==> config.mk <==
export PLATFORM = sky130hd
export DESIGN_NAME = d2q9_fifo
export DESIGN_NICKNAME = d
export VERILOG_FILES = /design/src/design/d2q9_pkg.sv /design/src/design/d2q9_fifo.sv
export SDC_FILE = /design/constraint.sdc
export NUM_CORES = 1
export LEC_CHECK = 0
export ABC_AREA = 0
export BUFFER_PORTS_ARGS = -buffer_cell sky130_fd_sc_hd__buf_2
export CAP_MARGIN = 25
export CORE_AREA = 2 2 351 353
export DETAILED_ROUTE_END_ITERATION = 10
export DIE_AREA = 0 0 353 355
export SLEW_MARGIN = 5
export SYNTH_ARGS = -nofsm -noshare
export SYNTH_HDL_FRONTEND = slang
export SYNTH_SLANG_ARGS = --single-unit
==> constraint.sdc <==
create_clock -name clk_i -period 46.5 [get_ports clk_i]
set_input_delay 2.325 -clock clk_i [delete_from_list [all_inputs] [get_ports clk_i]]
set_output_delay 2.325 -clock clk_i [all_outputs]
set_load 0.01 [all_outputs]
==> src/design/d2q9_pkg.sv <==
// shared types, constants and fixed-point helpers of the d2q9 collide and stream cell
`timescale 1ns / 1ps

package d2q9_pkg;

  localparam int FRAC_BITS    = 28;
  localparam int MAX_GRID_DIM = 1024;
  localparam int NDIR         = 9;

  localparam int DIV_STEPS = 4;
  localparam int DIV_ITERS = 32 / DIV_STEPS;

  localparam logic [3:0] DIR_LAST = 4'(NDIR - 1);

  localparam logic [1:0] CFG_OMEGA  = 2'd0;
  localparam logic [1:0] CFG_GRID_W = 2'd1;
  localparam logic [1:0] CFG_GRID_H = 2'd2;

  typedef logic signed [31:0] val_t;

  localparam val_t VAL_MAX = 32'sh7fffffff;
  localparam val_t VAL_MIN = 32'sh80000000;

  localparam longint ONE_L = longint'(1) << FRAC_BITS;
  localparam longint W_REST = (4 * ONE_L + 4) / 9;
  localparam longint W_AXIS = (ONE_L + 4) / 9;
  localparam longint W_DIAG = (ONE_L + 18) / 36;
  localparam val_t ONE_Q = (FRAC_BITS >= 31) ? VAL_MAX : val_t'(32'(ONE_L));

  typedef struct packed {
    logic [9:0] cell_x;
    logic [9:0] cell_y;
    logic [8:0] solid_mask;
    val_t       dist_rest;
    val_t       dist_east;
    val_t       dist_north;
    val_t       dist_west;
    val_t       dist_south;
    val_t       dist_northeast;
    val_t       dist_northwest;
    val_t       dist_southwest;
    val_t       dist_southeast;
  } cell_t;

  typedef struct packed {
    logic [9:0]  dest_x;
    logic [9:0]  dest_y;
    logic [3:0]  dest_dir;
    val_t        post_value;
    val_t        density;
    val_t        vel_x;
    val_t        vel_y;
    logic [30:0] speed_sq;
    logic        last;
  } res_t;

  typedef struct packed {
    logic [9:0]            x;
    logic [9:0]            y;
    logic [8:0]            mask;
    val_t [NDIR-1:0]       f;
  } base_t;

  typedef struct packed {
    base_t       base;
    val_t        rho;
    val_t        vx;
    val_t        vy;
    logic [30:0] sq;
  } rec_t;

  typedef struct packed {
    logic [29:0] omega;
    logic [10:0] grid_w;
    logic [10:0] grid_h;
  } cfg_t;

  typedef struct packed {
    logic [1:0][34:0] num;
    logic [1:0]       neg;
    logic [34:0]      den;
    logic             zero;
  } div_in_t;

  typedef struct packed {
    logic       done;
    val_t [1:0] vel;
  } div_out_t;

  function automatic val_t sat32(input logic signed [39:0] v);
    val_t r;
    if (v > 40'sd2147483647) r = VAL_MAX;
    else if (v < -40'sd2147483648) r = VAL_MIN;
    else r = v[31:0];
    return r;
  endfunction

  function automatic val_t mulq(input val_t a, input val_t b);
    logic signed [63:0] p;
    logic [63:0]        m;
    val_t               r;
    p = 64'(a) * 64'(b);
    m = p[63] ? 64'(-p) : 64'(p);
    m = m >> FRAC_BITS;
    if (p[63]) r = (m > 64'd2147483648) ? VAL_MIN : val_t'(32'(-m));
    else r = (m > 64'd2147483647) ? VAL_MAX : val_t'(32'(m));
    return r;
  endfunction

  function automatic logic signed [1:0] dir_dx(input logic [3:0] q);
    logic signed [1:0] r;
    case (q)
      4'd1, 4'd5, 4'd8: r = 2'sd1;
      4'd3, 4'd6, 4'd7: r = -2'sd1;
      default: r = 2'sd0;
    endcase
    return r;
  endfunction

  function automatic logic signed [1:0] dir_dy(input logic [3:0] q);
    logic signed [1:0] r;
    case (q)
      4'd2, 4'd5, 4'd6: r = 2'sd1;
      4'd4, 4'd7, 4'd8: r = -2'sd1;
      default: r = 2'sd0;
    endcase
    return r;
  endfunction

  function automatic logic [3:0] dir_opp(input logic [3:0] q);
    logic [3:0] r;
    case (q)
      4'd1: r = 4'd3;
      4'd2: r = 4'd4;
      4'd3: r = 4'd1;
      4'd4: r = 4'd2;
      4'd5: r = 4'd7;
      4'd6: r = 4'd8;
      4'd7: r = 4'd5;
      4'd8: r = 4'd6;
      default: r = 4'd0;
    endcase
    return r;
  endfunction

  function automatic val_t weight(input logic [3:0] q);
    val_t r;
    case (q)
      4'd0: r = val_t'(32'(W_REST));
      4'd1, 4'd2, 4'd3, 4'd4: r = val_t'(32'(W_AXIS));
      default: r = val_t'(32'(W_DIAG));
    endcase
    return r;
  endfunction

endpackage

==> src/design/d2q9_fifo.sv <==
// short queue of cell records between the front and back parts
`timescale 1ns / 1ps

module d2q9_fifo import d2q9_pkg::*; #(
  parameter int DEPTH = 2
) (
  input  logic clk_i,
  input  logic rst_ni,
  input  logic push_valid_i,
  output logic push_ready_o,
  input  rec_t push_data_i,
  output logic pop_valid_o,
  input  logic pop_ready_i,
  output rec_t pop_data_o
);

  localparam int AW = (DEPTH > 1) ? $clog2(DEPTH) : 1;
  localparam int CW = $clog2(DEPTH + 1);

  rec_t          mem_q [DEPTH];
  logic [AW-1:0] wr_ptr_q, rd_ptr_q;
  logic [CW-1:0] cnt_q;
  logic          push, pop;

  assign push_ready_o = cnt_q != CW'(DEPTH);
  assign pop_valid_o  = cnt_q != '0;
  assign push         = push_valid_i && push_ready_o;
  assign pop          = pop_valid_o && pop_ready_i;
  assign pop_data_o   = mem_q[rd_ptr_q];

  always_ff @(posedge clk_i or negedge rst_ni) begin
    if (!rst_ni) begin
      wr_ptr_q <= '0;
      rd_ptr_q <= '0;
      cnt_q    <= '0;
    end else begin
      if (push) wr_ptr_q <= (wr_ptr_q == AW'(DEPTH - 1)) ? '0 : wr_ptr_q + AW'(1);
      if (pop) rd_ptr_q <= (rd_ptr_q == AW'(DEPTH - 1)) ? '0 : rd_ptr_q + AW'(1);
      if (push && !pop) cnt_q <= cnt_q + CW'(1);
      else if (pop && !push) cnt_q <= cnt_q - CW'(1);
    end
  end

  always_ff @(posedge clk_i) begin
    if (push) mem_q[wr_ptr_q] <= push_data_i;
  end

endmodule

# [Word level (Yosys, flattened, before mapping)]
# Memories as Yosys holds them, arrays and structs flattened.
# Cells that the tools add are included.
[word_totals] reg_bits=4 mem_bits_rw=888 inputBits=448 n_memories=1
[mem_list] name="mem_q" words=2 width=444 read_ports=1 rd_ports_with_merged_regs=0 write_ports=1 line="d2q9_fifo.sv:20" rtl="rec_t mem_q [DEPTH];"
[classes] addsub=4 n_eq_ne=1 muxes=6 n_reduce_logical=8
[op_table] operator="$logic_and 1x1->1" n=4
[op_table] operator="$mux 1" n=4
[op_table] operator="$mux 2" n=2
[op_table] operator="$reduce_bool 2->1" n=2
[op_table] operator="$add 1x1->1 const B" n=2
[op_table] operator="$add 2x1->2 const B" n=1
[op_table] operator="$logic_not 1->1" n=2
[op_table] operator="$ne 2x2->1 const B" n=1
[op_table] operator="$sub 2x1->2 const B" n=1

# [Longest topological paths before layout]
# Gate-level depths: netlist (run 1).
[logic_depth] depth_word=6 depth_mapped=7 ltp_nobuf=7

# [Worst setup path before layout (run 1)]
# Ideal clock, no wire load.
[synth_timing] kind="input-to-reg" startpoint="input port push_valid_i" endpoint="memory mem_q[0][0] in the netlist's numbering, enable pin" arrival_time_ps=20782 t_required_ps=45240 slack_ps=24457 cell_stages=2 path_buffers=0 path_cell_list="nand2_1 -> nor2_1"
[synth_between] elab_chain_len=3
[synth_lines] item="start, declared" line="d2q9_fifo.sv:9" rtl="input logic push_valid_i,"
[synth_lines] item="$logic_and 1x1->1" line="d2q9_fifo.sv:27" rtl="assign push = push_valid_i && push_ready_o;"
[synth_lines] item="$mux 1" line="d2q9_fifo.sv:45" rtl="if (push) mem_q[wr_ptr_q] <= push_data_i;"
[synth_lines] item="$mux 1 (implied by the code)" line="d2q9_fifo.sv:45"
[synth_lines] item="end, declared" line="d2q9_fifo.sv:20"
# Every way passes these cells.

==> results of run 1 <==
## power groups by stage
stage	logic, mW	clock network [mW]	registers [mW]
after floorplan	0.491	0	1.27
after global placement	0.792	0	1.17
after detailed placement	0.791	0	1.17
after CTS	0.794	0.775	1.16
after global routing	0.851	0.805	1.16
final	0.795	0.751	1.14
## registers in the layout, summed over array words and instances, names as in the netlist
| signal | flops |
|---|---|
| mem_q | 888 |
| wr_ptr_q | 1 |
| cnt_q | 2 |
| rd_ptr_q | 1 |
## critical path, stage by stage, from the launching register on
cell	delay, ns
dfrtp_4	0.64
buf_16	0.30
buf_4	0.79
buf_4	0.54
buf_4	0.33
buf_16	0.32
mux2_2	0.38
buf_2	0.14
## placed cells by master (no fill, tap or decap), types with 5 or more instances in the layout
cell type	n
buf_16	5
buf_2	893
buf_4	13
bufinv_16	9
clkbuf_1	19
clkbuf_16	97
clkinv_1	18
clkinv_2	19
diode_2	15
edfxtp_1	888
inv_6	5
mux2_2	394
mux2_4	50
## cell families (layout without fill, tap and decap cells)
logic type | count (synthesis) | after routing | share of synthesized area
buffers and inverters | 51 | 1093 | 0.0115
DFF | 892 | 892 | 0.826
other | 0 | 15 | 0
adders and majority gates | 1 | 1 | 0.000386
muxes | 444 | 444 | 0.160
xor gates and xnor gates | 5 | 5 | 0.00135
and+or+nand+nor | 7 | 7 | 0.00104
## cell usage after synthesis
cell      count  area share
mux2_4       50       0.023
nand2_1       2     0.00023
nand2b_1      1     0.00019
dfrtp_1       4      0.0031
buf_4        30      0.0069
buf_6         7      0.0024
mux2_2      394        0.14
edfxtp_1    888        0.82
inv_1         1     0.00012
buf_2        13      0.0020
xor2_1        2     0.00054
ha_1          1     0.00039
nor2_1        2     0.00023
or2_2         1     0.00019
xnor2_1       3     0.00081
and3_1        1     0.00019
## final cells by class
class,instances,share of cell area
flip-flops and latches,892,0.637
multi-input cells,457,0.126
repair buffers,914,0.113
well taps,1625,0.0484
diodes,15,0.000893
clock buffers,116,0.0594
inverters,1,0.0000893
clock inverters,62,0.0152
## layer usage
layer  up-vias  track usage  part of all wire
met5         -            0            0.0012
met4        16       0.0509             0.035
met3       177       0.0556             0.092
met2       688        0.227              0.53
met1      8375        0.127              0.34
li1       7592            -                 -
## worst paths after layout
path                          start         endpoint  cells after the start
min in group asynchronous    rst_ni         wr_ptr_q                      1
max in group asynchronous    rst_ni         rd_ptr_q                      1
min reg2reg                cnt_q[1]         cnt_q[1]                      1
min                        cnt_q[1]         cnt_q[1]                      1
max reg2reg                cnt_q[0]    mem_q[0][310]                      6
max                        rd_ptr_q  pop_data_o[316]                      7
## per-stage QoR
stage                util  worst slack, ns  hold WS, ns
CTS                 0.345            39.23        0.496
detailed placement  0.319            40.00        0.487
global route        0.346            39.55        0.522
finish              0.346            39.88        0.494
global placement    0.319            40.04        0.483
floorplan               -            24.46        0.456
==> out/results.ini, run 1 <==
[run_status]
outcome = complete, no violations

[sta]
slew_headroom = 0.281
worst_slew_pin_slew_ns = 1.08
post-route-min-period_ns = 6.62
period_share = 0.142
hold_viol_final = 0
rsz0062_at_grt = no
finalSetupViolCount = 0
fin_setup_tns_ns = 0
max_clock_freq_mhz = 151
skew_ns = 0.0297
slew_viol_final = 0

[placed_design]
port_buffers = 893
gp_congestion = 0.808
place_inst = 3884
post_dp_cell_area_um2 = 38700
dp_hpwl_mm = 58.7

[global_routing]
grt_remaining_overflow = 0
grt_pass1_vias = 17700
antenna_found_initial = 30
track_usage = 0.126
grt_start_max_net_pins = 142
grt_pass1_wl_mm = 115

[critical_path]
end_kind = output port
required_ns = 44.17
critPathMaxFanout = 74
rrSetupSlack_ns = 42.89
arrival_ns = 4.30
path_class = reg2out
crit_path_start_kind = flop

[synthesis]
ys_ff_latch = 892
syn-mean-instance-area_um2 = 23.2
syn_area_um2 = 32400
syn_nets = 1849
seq_area_frac_synth = 0.826
ys_types = 16
syn_inst = 1400
yosys_warnings = 0

[floorplan]
rows = 128
die_h_um = 355
core_area_um2 = 121000
io_pins = 894
die_w_um = 353
initial_core_util = 0.267
dieArea_um2 = 125000

[finish]
stdcell_area_um2 = 42000
layout.cells.non_filler = 4082
fill_cells = 11800
syn2layout_area_growth_pct = 29.7
multi_input_area_um2 = 5290
nets = 2812
final_layout_size_suffix_gt1_frac = 0.615
seqCellArea_um2 = 26800

[cts]
postCtsSetupRepairBufs = 0
cts-root-buf = clkbuf_16
clock_latency_ns = 0.69
clk_pin_slew_ns = 0.05
h-tree-depth = 3
clock-sinks = 892
cts_buffer_depth = 3
cts_tree = yes
cts_hold_buf = 0
cts_buffers = 97
cts_resized = 0

[power]
clkPwrFrac = 0.279
internal_power_mw = 1.88
power.net_switching_mw = 0.808
p_seq_frac = 0.426
total_power_mw = 2.69
leakagePower_nw = 15.5
power_frac_comb = 0.295
vdd_drop_max_uv = 47.2
switching_share = 0.300
power_density_nw_per_um2 = 64.0

[routing]
ant_nets = 0
vias = 16800
drt-total-wl_mm = 82.3
vias_per_cell = 4.13
route.detailed.drc = 0
dr.first_iter.drc_count = 1017
dr.pass1.iters = 6
wl_per_cell_um = 20.2

[hold_path]
hp-class = reg2reg

[job]
cap_violations = 0

Note: power is estimated with default switching activity, not from simulation.
==> run 2, diff against run 1 <==
==> constraint.sdc (replaced) <==
create_clock -name clk_i -period 6.3 [get_ports clk_i]
set_input_delay 0.315 -clock clk_i [delete_from_list [all_inputs] [get_ports clk_i]]
set_output_delay 0.315 -clock clk_i [all_outputs]
set_load 0.01 [all_outputs]
==> out/results.ini, run 2 (synthesized netlist as in run 1, its figures left out) <==
[run_status]
outcome = complete, no violations

[critical_path]
required_ns = 5.98
max_stage_delay_ns = 1.01
crit_buf_inv = 2
crit_slowest_cell = dfrtp_4
cp-startpoint = rd_ptr_q
path_class = reg2out
cp_top_family = flip-flops
arrival_ns = 3.19
critPathMaxFanout = 111
end_kind = output port
r2r_start = cnt_q[0]
crit_path_start_kind = flop
crit_chain = buf_12 > mux2_2 > buf_2

[placed_design]
port_buffers = 893
dp_hpwl_mm = 61.1
gp_congestion = 0.806
place_inst = 3889
pre_cts_ws_ns = 3.55
post_dp_cell_area_um2 = 38800

[global_routing]
grt_pass1_wl_mm = 125
grt_start_max_net_pins = 133
antenna_found_initial = 12
grt_pass1_vias = 20100
track_usage = 0.134
grt_remaining_overflow = 0

[finish]
syn2layout_area_growth_pct = 43.1
stdcell_area_um2 = 46400
regMostFlops = mem_q
final_cell_mix = buf_2, edfxtp_1, dlygate4sd3_1, mux2_2, clkbuf_16
nets = 3258
final_common_cell = buf_2
final_layout_size_suffix_gt1_frac = 0.520
layout.cells.non_filler = 4522
largest_reg_flops = 888
largest_registers = mem_q x888, cnt_q x2

[sta]
post-route-min-period_ns = 3.50
hold_viol_final = 0
setup_ws_ns = 2.80
slew_viol_final = 0
max_clock_freq_mhz = 286
hold_ws_ns = 0.360
worst_slew_pin_slew_ns = 1.12
skew_ns = 0.0175
finalSetupViolCount = 0
period_share = 0.556
rsz0062_at_grt = no
slew_headroom = 0.257

[routing]
dr.pass1.iters = 6
vias_per_cell = 4.11
route.detailed.drc = 0
drt-total-wl_mm = 88.1
wl_per_cell_um = 19.5
dr.first_iter.drc_count = 1050
vias = 18600
ant_nets = 0

[cts]
cts-root-buf = clkbuf_16
cts_buffer_depth = 3
postCtsSetupRepairBufs = 0
cts_tree = yes
clock-sinks = 892
cts_buffers = 95
clock_latency_ns = 0.67
h-tree-depth = 3
clk_pin_slew_ns = 0.06

[hold_path]
hp-class = in2reg
min-delay-start = push_data_i[207]

[floorplan]
dieArea_um2 = 125000
die_h_um = 355
io_pins = 894
die_w_um = 353
initial_core_util = 0.267
core_area_um2 = 121000
rows = 128

[power]
power_density_nw_per_um2 = 430
total_power_mw = 19.9
vdd_drop_max_uv = 287
leakagePower_nw = 17.3

[job]
cap_violations = 0

[run 2: cell types whose count changed in the layout (fill, tap and decap cells not counted), moves of 2 or more]
| cell | change |
|---|---|
| dlygate4sd3_1 | +448 |
| clkinv_1 | +6 |
| buf_16 | -5 |
| clkbuf_1 | -5 |
| buf_12 | +4 |
| inv_6 | -4 |
| diode_2 | -3 |
| inv_16 | -3 |
| bufinv_16 | -2 |
| clkinv_4 | +2 |
[run 2: worst reg2reg max path, delay by kind of cell (launching register included)]
kind / cells / cell delay [ns]
buffers and inverters: 2 / 0.77
and+or+nand+nor: 3 / 0.68
DFF: 1 / 0.41
[run 2: metal layers]
metal	global-route usage	part of all wire	up-vias
li1	-	-	8458
met1	0.140	0.36	9295
met2	0.239	0.52	688
met3	0.0483	0.081	159
met4	0.0666	0.039	4
met5	0	0.00030	-
[run 2: power by group]
part / switching (mW) / leakage [nW] / total (mW) / internal [mW]
clock network: 2.27 / 1.48 / 5.38 / 3.11
logic: 3.35 / 7.53 / 6.05 / 2.70
registers: 0.386 / 8.29 / 8.51 / 8.13
total: 6.01 / 17.3 / 19.9 / 13.9
[run 2: final timing paths]
check / to / slack (ns) / depth (start not counted)
worst max-delay path: pop_data_o[423] / 2.80 / 3
worst min-delay path: mem_q[1][207] / 0.36 / 2
worst max register to register: mem_q[0][384] / 3.74 / 5
worst min register to register: cnt_q[1] / 0.55 / 1
max in group asynchronous: rd_ptr_q / 5.51 / 3
min in group asynchronous: wr_ptr_q / 0.59 / 3
[run 2: what timing repair did]
| item | 4_1_cts | 5_1_grt |
|---|---|---|
| resized for setup | 0 | 0 |
| endpoints found under the hold margin | 894 | 0 |
| hold buffers | 448 | 0 |
[run 2: layout make-up]
cell class	instances	area, um^2
multi-input cells	457	5310
fillers	11300	75000
inverters	1	3.75
repair buffers	1362	9200
clock inverters	62	557
flip-flops and latches	892	26800
diodes	12	30.0
well taps	1625	2030
clock buffers	111	2480
[run 2: through the flow]
stage                     TNS, ns  utilization
after global routing            0        0.382
after global placement          0        0.320
final                           0        0.382
after floorplan           -609.12            -
after CTS                       0        0.382
after detailed placement        0        0.320
==> run 3, diff against run 2 <==
--- a/config.mk
+++ b/config.mk
@@ -5,12 +5,12 @@
 export SDC_FILE = /design/constraint.sdc
 export NUM_CORES = 1
 export LEC_CHECK = 0
-export ABC_AREA = 0
+export ABC_AREA = 1
 export BUFFER_PORTS_ARGS = -buffer_cell sky130_fd_sc_hd__buf_2
 export CAP_MARGIN = 25
-export CORE_AREA = 2 2 351 353
+export CORE_AREA = 2 2 352 354
 export DETAILED_ROUTE_END_ITERATION = 10
-export DIE_AREA = 0 0 353 355
+export DIE_AREA = 0 0 354 356
 export SLEW_MARGIN = 5
 export SYNTH_ARGS = -nofsm -noshare
 export SYNTH_HDL_FRONTEND = slang
==> constraint.sdc (replaced) <==
create_clock -name clk_i -period 3.1 [get_ports clk_i]
set_input_delay 0.155 -clock clk_i [delete_from_list [all_inputs] [get_ports clk_i]]
set_output_delay 0.155 -clock clk_i [all_outputs]
set_load 0.01 [all_outputs]
==> out/results.ini, run 3 <==
[global_routing]
grt_remaining_overflow = 0
grt_use_met3 = 0.0440
track_usage = 0.146
grt_pass1_vias = 23100
grt_start_max_net_pins = 157
antenna_found_initial = 15
grt-busiest-layer = met2
gr-usage-met1 = 0.172
use_met2 = 0.251
grt_pass1_wl_mm = 140

[cts]
cts_buffer_depth = 3
cts_tree = yes
h-tree-depth = 3
clock_latency_ns = 0.65
clk_pin_slew_ns = 0.06
cts_buffers = 92
cts_resized = 0
cts-root-buf = clkbuf_16
clock-sinks = 892

[sta]
slew_viol_final = 0
period_share = 0.872
hold_viol_final = 0
finalSetupViolCount = 0
max_clock_freq_mhz = 370
skew_ns = 0.0189
rsz0062_at_grt = no
worst_slew_pin_slew_ns = 0.977
slew_headroom = 0.349
post-route-min-period_ns = 2.70

[synthesis]
yosysMostFrequentCell = nand2_1
syn_area_um2 = 32500
yosys.area.top_type = edfxtp_1
synth-edff-count = 888
ys_top_cells_by_area = edfxtp_1, nand2_1, buf_2
syn-mean-instance-area_um2 = 13.8
synthTopCellsByCount = nand2_1, edfxtp_1, buf_2
syn_nets = 2797
ys_types = 14
synthArstFlopShare = 0.00448
yosys_warnings = 0
ys_ff_latch = 892
syn_inst = 2348
seq_area_frac_synth = 0.825
synth_top_cell_area_share = 0.822
synth-main-ff-cell = edfxtp_1

[finish]
layout.cells.non_filler = 5455
fill_cells = 11600
largest_registers = mem_q x888, cnt_q x2
final_cell_mix = nand2_1, buf_2, edfxtp_1, dlygate4sd3_1, clkbuf_16
nets = 4192
regMostFlops = mem_q
seqCellArea_um2 = 26800
syn2layout_area_growth_pct = 42.9
largest_reg_flops = 888
final_layout_size_suffix_gt1_frac = 0.282
final_common_cell = nand2_1
multi_input_area_um2 = 5120

[hold_path]
hp-class = in2reg

[critical_path]
worst_path_most_repeated_cell = nand2_1
crit_path_start_kind = flop
max_stage_delay_ns = 0.54
path_class = reg2out
crit_slowest_cell = dfrtp_4
cp_top_family = buffers and inverters
end_kind = output port
arrival_ns = 2.55
crit_chain = inv_8 > buf_12 > nand2_1 > nand2_1 > buf_2
critPathMaxFanout = 77
crit_buf_inv = 3
required_ns = 2.94

[power]
power_frac_comb = 0.338
power_density_nw_per_um2 = 893
total_power_mw = 41.4
internal_power_mw = 26.8
power.net_switching_mw = 14.6
switching_share = 0.353
leakagePower_nw = 19.5
clkPwrFrac = 0.249
vdd_drop_max_uv = 679
p_seq_frac = 0.413

[run_status]
outcome = complete, no violations

[placed_design]
place_inst = 4838
port_buffers = 893
gp_congestion = 0.943
dp_hpwl_mm = 63.8

[floorplan]
initial_core_util = 0.265
io_pins = 894
rows = 129
die_w_um = 354
dieArea_um2 = 126000
die_h_um = 356
core_area_um2 = 123000

[routing]
route.detailed.drc = 0
wl_per_cell_um = 17.6
dr.first_iter.drc_count = 1907
vias_per_cell = 4.22
ant_nets = 0
drt-total-wl_mm = 95.9
dr.pass1.iters = 5
vias = 23000

[job]
cap_violations = 0

[run 3: cell types whose count changed after synthesis, moves of 2 or more]
cell     delta
nand3_1     +2
buf_4      -27
buf_2      +72
mux2_4     -50
nand2_1  +1340
buf_6       +4
xnor2_1     -2
inv_1       +5
mux2_2    -394
[run 3: kinds of logic after synthesis]
family / after synthesis / synth area share
xor gates and xnor gates: 2 / 0.000540
adders and majority gates: 1 / 0.000385
buffers and inverters: 106 / 0.0184
DFF: 892 / 0.825
and+or+nand+nor: 1347 / 0.156
[run 3: metal layers]
layer  vias to the layer above  part of all wire
met5                         -           0.00071
met4                        12             0.033
met3                       191             0.084
met2                      1008              0.50
met1                     11000              0.38
li1                      10800                 -
[run 3: worst paths after layout]
check / from / end / slack [ns] / cells past startpoint
setup reg to reg: cnt_q[0] / mem_q[0][122] / 1.11 / 6
hold reg to reg: cnt_q[0] / cnt_q[0] / 0.52 / 1
hold / removal: push_data_i[403] / mem_q[1][403] / 0.21 / 2
setup / recovery: rd_ptr_q / pop_data_o[366] / 0.40 / 5
min in group asynchronous: rst_ni / wr_ptr_q / 0.46 / 3
max in group asynchronous: rst_ni / rd_ptr_q / 2.39 / 3
[run 3: area by class of cell]
type	instances	share of cell area
inverters	7	0.000729
well taps	1637	0.0442
flip-flops and latches	892	0.577
repair buffers	1400	0.207
clock inverters	35	0.00567
diodes	8	0.000432
multi-input cells	1350	0.110
clock buffers	126	0.0540
[run 3: stage by stage]
stage	setup WS [ns]	area, um^2	hold slack, ns	TNS [ns]	utilization
after detailed placement	0.995	39100	-0.00361	0	0.319
after global routing	0.154	46400	0.141	0	0.378
after floorplan	-4.48	32500	-0.141	-3977.37	-
after CTS	0.218	46300	0.117	0	0.378
final	0.397	46400	0.205	0	0.378
after global placement	1.01	39100	-0.00488	0	0.319
[run 3: power groups by stage]
stage                     Sequential (mW)  Clock [mW]  Combinational (mW)
after floorplan                      17.5           0                7.05
after global placement               17.3           0                13.6
after detailed placement             17.3           0                13.7
after CTS                            17.1        10.6                14.2
after global routing                 17.3        11.0                15.3
final                                17.1        10.3                14.0
[run 3: repair_timing]
item                      4_1_cts  5_1_grt
setup buffers                   0        0
hold endpoints to repair      896        0
hold buffers                  448        0
